$ cat config.mk
export PLATFORM = sky130hd
export DESIGN_NAME = cross_neighbour_mean_filter
export DESIGN_NICKNAME = d
export VERILOG_FILES = /design/src/cnmf_pkg.sv /design/src/cnmf_queue.sv /design/src/cnmf_front.sv /design/src/cnmf_back.sv /design/src/cross_neighbour_mean_filter.sv
export VERILOG_INCLUDE_DIRS = /design/src /design/src/src
export SDC_FILE = /design/constraint.sdc
export NUM_CORES = 2
export LEC_CHECK = 0
export ABC_AREA = 1
export BUFFER_PORTS_ARGS = -buffer_cell sky130_fd_sc_hd__buf_2
export CORE_MARGIN = 1
export CORE_UTILIZATION = 35
export CTS_CLUSTER_DIAMETER = 120
export DETAILED_ROUTE_END_ITERATION = 7
export GPL_ROUTABILITY_DRIVEN = 0
export PLACE_DENSITY = 0.6
export SLEW_MARGIN = 10
export SYNTH_ARGS = -nofsm -noshare
export SYNTH_HDL_FRONTEND = slang
export SYNTH_SLANG_ARGS = --single-unit
$ cat constraint.sdc
create_clock -name clk_i -period 6.7 [get_ports clk_i]
set_input_delay 1.34 -clock clk_i [delete_from_list [all_inputs] [get_ports clk_i]]
set_output_delay 1.34 -clock clk_i [all_outputs]
set_load 0.005 [all_outputs]
$ cat src/cross_neighbour_mean_filter_defines.svh
// Assertion macros for the cross neighbour mean filter.
// Included by files that carry concurrent checks; expects clk_i and rst_ni in scope.
`ifndef CROSS_NEIGHBOUR_MEAN_FILTER_DEFINES_SVH
`define CROSS_NEIGHBOUR_MEAN_FILTER_DEFINES_SVH

// Same-cycle implication, disabled while reset is asserted.
`define CNMF_ASSERT_IMPL(lbl, ante, cons, msg) \
  lbl: assert property (@(posedge clk_i) disable iff (!rst_ni) (ante) |-> (cons)) \
    else $error(msg);

// Next-cycle implication, disabled while reset is asserted.
`define CNMF_ASSERT_NEXT(lbl, ante, cons, msg) \
  lbl: assert property (@(posedge clk_i) disable iff (!rst_ni) (ante) |=> (cons)) \
    else $error(msg);

`endif

$ cat src/cnmf_pkg.sv
// Shared constants, types and functions of the cross neighbour mean filter.
// No dependencies; imported by every module of the block.
`timescale 1ns / 1ps

package cnmf_pkg;

  // Default frame limits, handed to the top-level parameters
  localparam int MaxWidthDef  = 128;
  localparam int MaxHeightDef = 4096;

  // Field widths of the stream and configuration ports
  localparam int PixW     = 8;
  localparam int RowOutW  = 12;
  localparam int ColOutW  = 7;
  localparam int MeanW    = 16;
  localparam int DataOutW = 40;
  localparam int CfgIdxW  = 8;
  localparam int CfgDataW = 16;
  localparam int FwCfgW   = 8;
  localparam int FhCfgW   = 13;

  // Register indexes
  localparam logic [CfgIdxW-1:0] CfgFrameWidth  = 8'd0;
  localparam logic [CfgIdxW-1:0] CfgFrameHeight = 8'd1;

  // Reset frame size before clamping
  localparam int DimReset = 5;

  // Arithmetic of the mean: sum of up to five pixels, count of 1..5
  localparam int SumW      = 11;
  localparam int CntW      = 3;
  localparam int RecipW    = 22;
  localparam int MeanShift = 21;

  // Depth of the queue between front and back
  localparam int QDepth = 4;

  // Position class of one pixel, worked out by the front
  typedef struct packed {
    logic up1;       // row >= 1
    logic up2;       // row >= 2
    logic left1;     // col >= 1
    logic left2;     // col >= 2
    logic right;     // col + 1 < width
    logic last_row;
    logic last_col;
  } item_flags_t;

  typedef struct packed {
    logic full;
    logic empty;
  } q_stat_t;

  // ceil(2^21 / n); exact floor division for every dividend below 2^19
  function automatic logic [RecipW-1:0] mean_recip(input logic [CntW-1:0] n);
    case (n)
      3'd1:    return 22'd2097152;
      3'd2:    return 22'd1048576;
      3'd3:    return 22'd699051;
      3'd4:    return 22'd524288;
      3'd5:    return 22'd419431;
      default: return '0;
    endcase
  endfunction

endpackage

$ cat src/cnmf_queue.sv
// Small FIFO between the front and the back of the filter.
// Depends on cnmf_pkg for the status struct.
`timescale 1ns / 1ps

module cnmf_queue
  import cnmf_pkg::*;
#(
  parameter int DW    = 8,
  parameter int DEPTH = QDepth
) (
  input  logic          clk_i,
  input  logic          rst_ni,
  input  logic          push_i,
  input  logic [DW-1:0] data_i,
  input  logic          pop_i,
  output logic [DW-1:0] data_o,
  output q_stat_t       stat_o
);

  localparam int PW = (DEPTH > 1) ? $clog2(DEPTH) : 1;
  localparam int NW = $clog2(DEPTH + 1);

  logic [DW-1:0] buf_q [DEPTH];
  logic [PW-1:0] wr_ptr_q, wr_ptr_d;
  logic [PW-1:0] rd_ptr_q, rd_ptr_d;
  logic [NW-1:0] cnt_q, cnt_d;

  // Pointer and fill count update
  always_comb begin
    wr_ptr_d = wr_ptr_q;
    rd_ptr_d = rd_ptr_q;
    cnt_d    = cnt_q;
    if (push_i) begin
      wr_ptr_d = (wr_ptr_q == PW'(DEPTH - 1)) ? '0 : wr_ptr_q + PW'(1);
    end
    if (pop_i) begin
      rd_ptr_d = (rd_ptr_q == PW'(DEPTH - 1)) ? '0 : rd_ptr_q + PW'(1);
    end
    if (push_i && !pop_i) begin
      cnt_d = cnt_q + NW'(1);
    end else if (pop_i && !push_i) begin
      cnt_d = cnt_q - NW'(1);
    end
  end

  always_ff @(posedge clk_i or negedge rst_ni) begin
    if (!rst_ni) begin
      wr_ptr_q <= '0;
      rd_ptr_q <= '0;
      cnt_q    <= '0;
    end else begin
      wr_ptr_q <= wr_ptr_d;
      rd_ptr_q <= rd_ptr_d;
      cnt_q    <= cnt_d;
    end
  end

  // Entry storage
  always_ff @(posedge clk_i) begin
    if (push_i) begin
      buf_q[wr_ptr_q] <= data_i;
    end
  end

  assign data_o       = buf_q[rd_ptr_q];
  assign stat_o.full  = (cnt_q == NW'(DEPTH));
  assign stat_o.empty = (cnt_q == '0);

endmodule

$ cat src/cnmf_front.sv
// Front of the filter: configuration registers, frame position tracking and
// classification of each accepted pixel. Depends on cnmf_pkg.
`timescale 1ns / 1ps

module cnmf_front
  import cnmf_pkg::*;
#(
  parameter int MAX_WIDTH  = MaxWidthDef,
  parameter int MAX_HEIGHT = MaxHeightDef
) (
  input  logic                   clk_i,
  input  logic                   rst_ni,
  input  logic                   cfg_valid_i,
  input  logic [CfgIdxW-1:0]     cfg_index_i,
  input  logic [CfgDataW-1:0]    cfg_data_i,
  input  logic                   pix_valid_i,
  input  logic [PixW-1:0]        pix_i,
  output logic                   pix_ready_o,
  input  logic                   q_full_i,
  output logic                   push_o,
  output logic [$bits(item_flags_t) + $clog2(MAX_HEIGHT) + $clog2(MAX_WIDTH) + PixW - 1:0]
                                 item_o
);

  localparam int CW = $clog2(MAX_WIDTH);
  localparam int RW = $clog2(MAX_HEIGHT);
  localparam int WW = $clog2(MAX_WIDTH + 1);
  localparam int HW = $clog2(MAX_HEIGHT + 1);
  localparam logic [WW-1:0] WReset = WW'((DimReset > MAX_WIDTH) ? MAX_WIDTH : DimReset);
  localparam logic [HW-1:0] HReset = HW'((DimReset > MAX_HEIGHT) ? MAX_HEIGHT : DimReset);

  logic [WW-1:0] w_q;
  logic [HW-1:0] h_q;
  logic [CW-1:0] col_q;
  logic [RW-1:0] row_q;
  item_flags_t   flags;

  function automatic logic [WW-1:0] clamp_w(input logic [FwCfgW-1:0] v);
    logic [31:0] t;
    t = 32'(v);
    if (t == 32'd0) begin
      t = 32'd1;
    end else if (t > 32'(MAX_WIDTH)) begin
      t = 32'(MAX_WIDTH);
    end
    return WW'(t);
  endfunction

  function automatic logic [HW-1:0] clamp_h(input logic [FhCfgW-1:0] v);
    logic [31:0] t;
    t = 32'(v);
    if (t == 32'd0) begin
      t = 32'd1;
    end else if (t > 32'(MAX_HEIGHT)) begin
      t = 32'(MAX_HEIGHT);
    end
    return HW'(t);
  endfunction

  assign pix_ready_o = !q_full_i;
  assign push_o      = pix_valid_i && pix_ready_o;

  // Classify the current frame position
  always_comb begin
    flags.up1      = (row_q != '0);
    flags.up2      = (row_q > RW'(1));
    flags.left1    = (col_q != '0);
    flags.left2    = (col_q > CW'(1));
    flags.right    = ((WW'(col_q) + WW'(1)) < w_q);
    flags.last_row = (HW'(row_q) == (h_q - HW'(1)));
    flags.last_col = (WW'(col_q) == (w_q - WW'(1)));
  end

  assign item_o = {flags, row_q, col_q, pix_i};

  // Frame size registers and raster position; any register write restarts the frame
  always_ff @(posedge clk_i or negedge rst_ni) begin
    if (!rst_ni) begin
      w_q   <= WReset;
      h_q   <= HReset;
      col_q <= '0;
      row_q <= '0;
    end else if (cfg_valid_i) begin
      case (cfg_index_i)
        CfgFrameWidth: begin
          w_q   <= clamp_w(cfg_data_i[FwCfgW-1:0]);
          col_q <= '0;
          row_q <= '0;
        end
        CfgFrameHeight: begin
          h_q   <= clamp_h(cfg_data_i[FhCfgW-1:0]);
          col_q <= '0;
          row_q <= '0;
        end
        default: begin
        end
      endcase
    end else if (push_o) begin
      if (flags.last_col) begin
        col_q <= '0;
        row_q <= flags.last_row ? '0 : row_q + RW'(1);
      end else begin
        col_q <= col_q + CW'(1);
      end
    end
  end

endmodule

$ cat src/cnmf_back.sv
// Back of the filter: line buffer reads, neighbour sums, result sequencing and
// the divide-by-count multiply into the output register. Depends on cnmf_pkg.
`timescale 1ns / 1ps

module cnmf_back
  import cnmf_pkg::*;
#(
  parameter int MAX_WIDTH  = MaxWidthDef,
  parameter int MAX_HEIGHT = MaxHeightDef
) (
  input  logic                clk_i,
  input  logic                rst_ni,
  input  logic                head_valid_i,
  input  logic [$bits(item_flags_t) + $clog2(MAX_HEIGHT) + $clog2(MAX_WIDTH) + PixW - 1:0]
                              head_item_i,
  output logic                pop_o,
  output logic                out_valid_o,
  input  logic                out_ready_i,
  output logic [DataOutW-1:0] out_data_o,
  output logic                out_last_o
);

  localparam int CW    = $clog2(MAX_WIDTH);
  localparam int RW    = $clog2(MAX_HEIGHT);
  localparam int AW    = $clog2(2 * MAX_WIDTH);
  localparam int XW    = SumW + 8;
  localparam int ProdW = XW + RecipW;
  localparam int PadW  = DataOutW - RowOutW - ColOutW - MeanW;

  // Result slots of one item, in emission order
  localparam logic [1:0] CandUp   = 2'd0;  // (r-1, c)
  localparam logic [1:0] CandLeft = 2'd1;  // (r, c-1), last row
  localparam logic [1:0] CandLast = 2'd2;  // (r, c), final pixel

  // Head of queue
  item_flags_t   hf;
  logic [RW-1:0] hr;
  logic [CW-1:0] hc;
  logic [PixW-1:0] hp;
  logic [CW-1:0] col_right;

  // Line buffers, one row per parity
  logic [PixW-1:0] mem [2 * MAX_WIDTH];
  logic [PixW-1:0] rd_a_q, rd_b_q;

  // Compute stage
  logic            cv_q;
  item_flags_t     cf_q;
  logic [RW-1:0]   cr_q;
  logic [CW-1:0]   cc_q;
  logic [PixW-1:0] cp_q;
  logic [PixW-1:0] win_l_q, win_c_q;
  logic [PixW-1:0] rec0_q, rec1_q;
  logic            pre_done_q;

  // Result slots
  logic [2:0]      cvld_q;
  logic [2:0]      cvld_new;
  logic [SumW-1:0] cand_sum_q [3];
  logic [CntW-1:0] cand_n_q [3];
  logic [SumW-1:0] sum_new [3];
  logic [CntW-1:0] n_new [3];
  logic [RW-1:0]   er_q;
  logic [CW-1:0]   ec_q;

  // Output register
  logic                m_valid_q;
  logic [DataOutW-1:0] m_data_q;
  logic                m_last_q;

  logic do_pre, do_issue, cmp_done, cand_free, out_free, emit;
  logic [1:0]      sel;
  logic [SumW-1:0] e_sum;
  logic [CntW-1:0] e_n;
  logic [RW-1:0]   e_row;
  logic [CW-1:0]   e_col;
  logic [XW-1:0]   e_x;
  logic [ProdW-1:0] e_prod;
  logic [31:0]     row_ext, col_ext;

  function automatic logic [AW-1:0] addr_of(input logic par, input logic [CW-1:0] col);
    return par ? (AW'(MAX_WIDTH) + AW'(col)) : AW'(col);
  endfunction

  assign {hf, hr, hc, hp} = head_item_i;
  assign col_right = hf.right ? (hc + CW'(1)) : hc;

  // Issue control: the first column of a row fetches the pixel above first,
  // once all earlier writes have landed
  assign out_free  = !m_valid_q || out_ready_i;
  assign emit      = out_free && (cvld_q != '0);
  assign cand_free = (cvld_q == '0) || (emit && ((cvld_q & (cvld_q - 3'd1)) == '0));
  assign cmp_done  = cv_q && cand_free;
  assign do_pre    = head_valid_i && !hf.left1 && !pre_done_q && !cv_q;
  assign do_issue  = head_valid_i && (hf.left1 || pre_done_q) && (!cv_q || cmp_done);
  assign pop_o     = do_issue;

  // Line buffer ports: two registered reads, one write
  always_ff @(posedge clk_i) begin
    if (do_pre) begin
      rd_a_q <= mem[addr_of(~hr[0], '0)];
    end else if (do_issue) begin
      rd_a_q <= mem[addr_of(~hr[0], col_right)];
    end
    if (do_issue) begin
      rd_b_q <= mem[addr_of(hr[0], hc)];
    end
    if (cmp_done) begin
      mem[addr_of(cr_q[0], cc_q)] <= cp_q;
    end
  end

  // Neighbour sums and counts of the item in the compute stage
  always_comb begin
    sum_new[CandUp] = SumW'(win_c_q) + SumW'(cp_q)
                    + (cf_q.up2   ? SumW'(rd_b_q)  : '0)
                    + (cf_q.left1 ? SumW'(win_l_q) : '0)
                    + (cf_q.right ? SumW'(rd_a_q)  : '0);
    n_new[CandUp]   = CntW'(2) + CntW'(cf_q.up2) + CntW'(cf_q.left1) + CntW'(cf_q.right);
    sum_new[CandLeft] = SumW'(rec0_q) + SumW'(cp_q)
                      + (cf_q.up1   ? SumW'(win_l_q) : '0)
                      + (cf_q.left2 ? SumW'(rec1_q)  : '0);
    n_new[CandLeft]   = CntW'(2) + CntW'(cf_q.up1) + CntW'(cf_q.left2);
    sum_new[CandLast] = SumW'(cp_q)
                      + (cf_q.up1   ? SumW'(win_c_q) : '0)
                      + (cf_q.left1 ? SumW'(rec0_q)  : '0);
    n_new[CandLast]   = CntW'(1) + CntW'(cf_q.up1) + CntW'(cf_q.left1);
    cvld_new[CandUp]   = cf_q.up1;
    cvld_new[CandLeft] = cf_q.last_row && cf_q.left1;
    cvld_new[CandLast] = cf_q.last_row && cf_q.last_col;
  end

  // Control registers
  always_ff @(posedge clk_i or negedge rst_ni) begin
    if (!rst_ni) begin
      cv_q       <= 1'b0;
      pre_done_q <= 1'b0;
      cvld_q     <= '0;
      m_valid_q  <= 1'b0;
      rec0_q     <= '0;
      rec1_q     <= '0;
    end else begin
      if (do_pre) begin
        pre_done_q <= 1'b1;
      end else if (do_issue) begin
        pre_done_q <= 1'b0;
      end
      if (do_issue) begin
        cv_q <= 1'b1;
      end else if (cmp_done) begin
        cv_q <= 1'b0;
      end
      if (cmp_done) begin
        cvld_q <= cvld_new;
        rec1_q <= rec0_q;
        rec0_q <= cp_q;
      end else if (emit) begin
        cvld_q[sel] <= 1'b0;
      end
      if (emit) begin
        m_valid_q <= 1'b1;
      end else if (out_ready_i) begin
        m_valid_q <= 1'b0;
      end
    end
  end

  // Compute stage payload and the window over the row above
  always_ff @(posedge clk_i) begin
    if (do_issue) begin
      cf_q <= hf;
      cr_q <= hr;
      cc_q <= hc;
      cp_q <= hp;
      if (!hf.left1) begin
        win_c_q <= rd_a_q;
      end
    end
    if (cmp_done) begin
      win_l_q  <= win_c_q;
      win_c_q  <= rd_a_q;
      er_q     <= cr_q;
      ec_q     <= cc_q;
      cand_sum_q <= sum_new;
      cand_n_q   <= n_new;
    end
  end

  // Pick the earliest pending result
  always_comb begin
    if (cvld_q[CandUp]) begin
      sel = CandUp;
    end else if (cvld_q[CandLeft]) begin
      sel = CandLeft;
    end else begin
      sel = CandLast;
    end
  end

  always_comb begin
    e_sum = cand_sum_q[sel];
    e_n   = cand_n_q[sel];
    case (sel)
      CandUp: begin
        e_row = er_q - RW'(1);
        e_col = ec_q;
      end
      CandLeft: begin
        e_row = er_q;
        e_col = ec_q - CW'(1);
      end
      default: begin
        e_row = er_q;
        e_col = ec_q;
      end
    endcase
    // Rounded 8.8 mean: (sum*256 + n/2) / n through a reciprocal multiply
    e_x     = {e_sum, 8'b0} + XW'(e_n >> 1);
    e_prod  = ProdW'(e_x) * ProdW'(mean_recip(e_n));
    row_ext = 32'(e_row);
    col_ext = 32'(e_col);
  end

  always_ff @(posedge clk_i) begin
    if (emit) begin
      m_data_q <= {PadW'(0), e_prod[MeanShift +: MeanW], col_ext[ColOutW-1:0],
                   row_ext[RowOutW-1:0]};
      m_last_q <= (sel == CandLast);
    end
  end

  assign out_valid_o = m_valid_q;
  assign out_data_o  = m_data_q;
  assign out_last_o  = m_last_q;

endmodule

$ cat src/cross_neighbour_mean_filter.sv
// Five-point cross mean filter over a streamed raster frame.
// Instantiates cnmf_front, cnmf_queue and cnmf_back; depends on cnmf_pkg.
//
// Usage:
//   s_axis carries one 8-bit pixel per transaction in raster order; the frame
//   position is tracked inside. m_axis carries one filtered pixel per
//   transaction: row, column and the 8.8 rounded mean of the pixel and its
//   in-frame up, down, left and right neighbours. tlast marks the final result
//   of a frame. The cfg channel writes frame_width (index 0) or frame_height
//   (index 1); cfg_ready_o stays high and a write restarts the frame: write when idle.
// Path: a pixel passes through the queue, the compute stage, the result slots
//   and the output register; at the first column of a row it first waits for the
//   back to drain and then fetches the pixel above from the line buffer.
// Throughput: one pixel per cycle inside a row above the last while m_axis is ready;
//   the last row makes up to three results per pixel on the one output register
//   and takes the next pixel as they drain; a row start waits for the back to drain.
// Reset: position returns to row 0, column 0, frame size 5 by 5 (clamped to
//   the maximum); line buffers are not cleared and need no sweep.
// Stall: the output register holds its result; the 4-entry queue keeps
//   taking pixels until full, then s_axis_tready drops.
`timescale 1ns / 1ps
`include "cross_neighbour_mean_filter_defines.svh"

module cross_neighbour_mean_filter
  import cnmf_pkg::*;
#(
  parameter int MAX_WIDTH  = MaxWidthDef,
  parameter int MAX_HEIGHT = MaxHeightDef
) (
  input  logic                clk_i,
  input  logic                rst_ni,
  input  logic                s_axis_tvalid,
  output logic                s_axis_tready,
  input  logic [PixW-1:0]     s_axis_tdata,   // [7:0] pixel
  output logic                m_axis_tvalid,
  input  logic                m_axis_tready,
  output logic [DataOutW-1:0] m_axis_tdata,   // [11:0] row_index, [18:12] col_index,
                                              // [34:19] mean_value, [39:35] zero
  output logic                m_axis_tlast,   // frame_done
  input  logic                cfg_valid_i,
  output logic                cfg_ready_o,
  input  logic [CfgIdxW-1:0]  cfg_index_i,
  input  logic [CfgDataW-1:0] cfg_data_i
);

  localparam int ItemW = $bits(item_flags_t) + $clog2(MAX_HEIGHT) + $clog2(MAX_WIDTH) + PixW;

  logic             push;
  logic             pop;
  logic [ItemW-1:0] item_in;
  logic [ItemW-1:0] item_head;
  q_stat_t          q_stat;

  assign cfg_ready_o = 1'b1;

  cnmf_front #(
    .MAX_WIDTH  (MAX_WIDTH),
    .MAX_HEIGHT (MAX_HEIGHT)
  ) u_front (
    .clk_i       (clk_i),
    .rst_ni      (rst_ni),
    .cfg_valid_i (cfg_valid_i),
    .cfg_index_i (cfg_index_i),
    .cfg_data_i  (cfg_data_i),
    .pix_valid_i (s_axis_tvalid),
    .pix_i       (s_axis_tdata),
    .pix_ready_o (s_axis_tready),
    .q_full_i    (q_stat.full),
    .push_o      (push),
    .item_o      (item_in)
  );

  cnmf_queue #(
    .DW    (ItemW),
    .DEPTH (QDepth)
  ) u_queue (
    .clk_i  (clk_i),
    .rst_ni (rst_ni),
    .push_i (push),
    .data_i (item_in),
    .pop_i  (pop),
    .data_o (item_head),
    .stat_o (q_stat)
  );

  cnmf_back #(
    .MAX_WIDTH  (MAX_WIDTH),
    .MAX_HEIGHT (MAX_HEIGHT)
  ) u_back (
    .clk_i        (clk_i),
    .rst_ni       (rst_ni),
    .head_valid_i (!q_stat.empty),
    .head_item_i  (item_head),
    .pop_o        (pop),
    .out_valid_o  (m_axis_tvalid),
    .out_ready_i  (m_axis_tready),
    .out_data_o   (m_axis_tdata),
    .out_last_o   (m_axis_tlast)
  );

  // Queue handshake between front and back
  `CNMF_ASSERT_IMPL(a_no_push_full, push, !q_stat.full, "pixel queued while queue full")
  `CNMF_ASSERT_IMPL(a_no_pop_empty, pop, !q_stat.empty, "back popped an empty queue")
  `CNMF_ASSERT_NEXT(a_push_visible, push && q_stat.empty, !q_stat.empty, "queued pixel lost")

endmodule
==> flow_metrics.tcl <==
set metrics [dict create \
    status "completed" \
    ctsRootBufferMaster "clkbuf_16" \
    vias_per_cell 5.637 \
    netlist_instances 14030 \
    numCtsBuffers 280 \
    final_common_cell "nand2_1" \
    max_cap_violations 0 \
    grt_max_degree 171 \
    hold_violations 0 \
    min_period_ps 6474 \
    ys.flop_type "edfxtp_1" \
    critPathBufInv 8 \
    setup_violations 0 \
    grt_pass1_vias 97730 \
    cts_hold_buf 0 \
    worstPathArrival_ps 7100 \
    synth_edf_count 2345 \
    timing.final.crit_share_pct 96.63 \
    coreArea_sq_um 371900 \
    syn_to_final_growth_pct 11.12 \
    worst_slew_pin_slew_ps 1390 \
    htreeDepth 5 \
    drive_gt1_share_pct 6.427 \
    ant_nets 0 \
    slowest_stage "fa_1" \
    drt_drc_violations_left 0 \
    required_ps 7330 \
    finClkSkew_ps 100.2 \
    nNetsFinal 14070 \
    cp-start-kind "flip-flop" \
    min_path_type "reg -> reg" \
    slew_viol_final 0 \
    track_usage_pct 24.00 \
    ys_top_cells_by_area "edfxtp_1, nand3_1, nand2_1" \
    wirelength_mm 467.1 \
    rows 224 \
    overflow 0 \
    worst_setup_path_end_kind "flip-flop" \
    crit_path_frequent_cell "fa_1" \
    layout_common_cells "nand2_1, edfxtp_1, nand3_1" \
    antenna_found_initial 33 \
    start_util_pct 35.15 \
    clock_latency_ps 970 \
    ys_ff_latch 2414 \
    critPathMaxStageDelay_ps 550 \
    die_y_um 613.1 \
    grt_pass1_wl_mm 670.5 \
    die_area_sq_um 375900 \
    critPathMaxFanout 6 \
    holdWs_ps 416.6 \
    drtIter0Drc 15610 \
    synth_area_sq_um 130700 \
    yosysWarnings 0 \
    critical-path-top-delay-family "adder cells" \
    fmax_ghz 0.1545 \
    wl_per_cell_um 24.72 \
    pin_count 81 \
    io_buffers 71 \
    yosys.area.top_type_share_pct 53.87 \
    worstSetupPathType "reg -> reg" \
    cts_tree "built" \
    fin_ws_ps 226.1 \
    clk_pin_slew_worst_paths_ps 60 \
    synth_area_leader_cell "edfxtp_1" \
    max_slew_margin_pct 6.984 \
    clock_path_buffers 4 \
    drtPass1Iterations 7 \
    synth.avg_cell_area_sq_um 9.319 \
    die_w_um 613.1 \
    synth.distinct_cells 63 \
    async_flop_share_pct 2.858 \
    yosysSeqAreaShare_pct 55.19 \
    dp_slack_ps 27.81 \
    final_util_pct 39.06 \
    dpl.hpwl_mm 277.2 \
    via_count 106500 \
    clock-sinks 2414 \
]
-- synthesized netlist by cell type (all sizes together) (3+ instances only) --
library cell and n:
o21a 6, nor4 13, o21bai 5, xor2 74
a22o 6, ha 181, nor2 789, xnor2 37
o32ai 5, o2111ai 6, or2 8, o31ai 27
clkinv 4, o311ai 7, nand3 2151, a211oi 3
nor3 26, o21ai 1291, a21boi 4, nand4 68
o221ai 44, fa 157, o22ai 103, nand3b 501
clkbuf 323, dfrtp 65, dfstp 4, a21oi 640
inv 1663, edfxtp 2345, a31oi 22, buf 682
o211ai 256, a32oi 3, a221oi 8, nand2 2486
-- stage by stage --
step           setup TNS [ps]  area, sq um  instances
3_5_place_dp                0       136100      18380
3_3_place_gp                0       136100      18380
6_report                    0       145300      18900
5_1_grt                -83.36       145200      18890
4_1_cts                     0       145000      18880
2_1_floorplan               0       130800      14040
-- state kept, by name (all words and copies together), names as in the netlist, 9 cells and up --
name / flops
u_back.cand_n_q: 9
u_back.cand_sum_q: 31
u_back.cr_q: 12
u_back.er_q: 12
u_back.mem: 2048
u_back.out_data_o: 35
u_front.h_q: 13
u_front.row_q: 12
u_queue.buf_q: 136
-- what timing repair did --
item	in CTS	in global routing
resized for setup	0	49
buffers inserted	0	7
endpoints found under the setup margin	0	16
-- routing by layer --
metal | track usage [%] | up-vias | share of wire, %
met5 | 0 | - | 0.071
li1 | - | 47700 | -
met3 | 5.796 | 1283 | 12
met4 | 11.76 | 52 | 5.4
met1 | 32.08 | 51020 | 39
met2 | 36.35 | 6467 | 44
-- cell type report --
class / count / area [sq um]
fill: 36250 / 226700
sequential: 2414 / 72150
multi-input combinational: 8953 / 47970
clock buffer: 352 / 7413
inverter: 1667 / 6309
tap: 4972 / 6221
timing repair buffer: 382 / 3651
clock inverter: 143 / 1503
antenna: 15 / 37.54
-- cells by family (layout without fill, tap and decap cells) --
family / count (synthesis) / after routing / synth area share [%]
simple gates: 6045 / 6045 / 21.11
buf+inv: 2672 / 2544 / 8.462
compound gates: 2444 / 2444 / 10.31
flops: 2414 / 2414 / 55.19
fa+ha+maj: 338 / 338 / 4.137
xor+xnor: 111 / 111 / 0.7609
other cells: 2 / 28 / 0.005745
mux: 2 / 2 / 0.01627
-- worst paths after layout --
kind                                   from               endpoint  slack (ps)  cells past startpoint
hold / removal               u_back.cr_q[9]         u_back.er_q[9]         420                      0
setup / recovery           u_back.cvld_q[0]  u_back.out_data_o[30]         230                     28
min in group asynchronous            rst_ni     u_back.out_valid_o         600                      1
setup reg to reg           u_back.cvld_q[0]  u_back.out_data_o[30]         230                     28
max in group asynchronous            rst_ni    u_queue.rd_ptr_q[0]        5400                      1
hold reg to reg              u_back.cr_q[9]         u_back.er_q[9]         420                      0
Power is not shown: default switching activity piles up to over one toggle a cycle in this logic, so the estimate is an artifact.
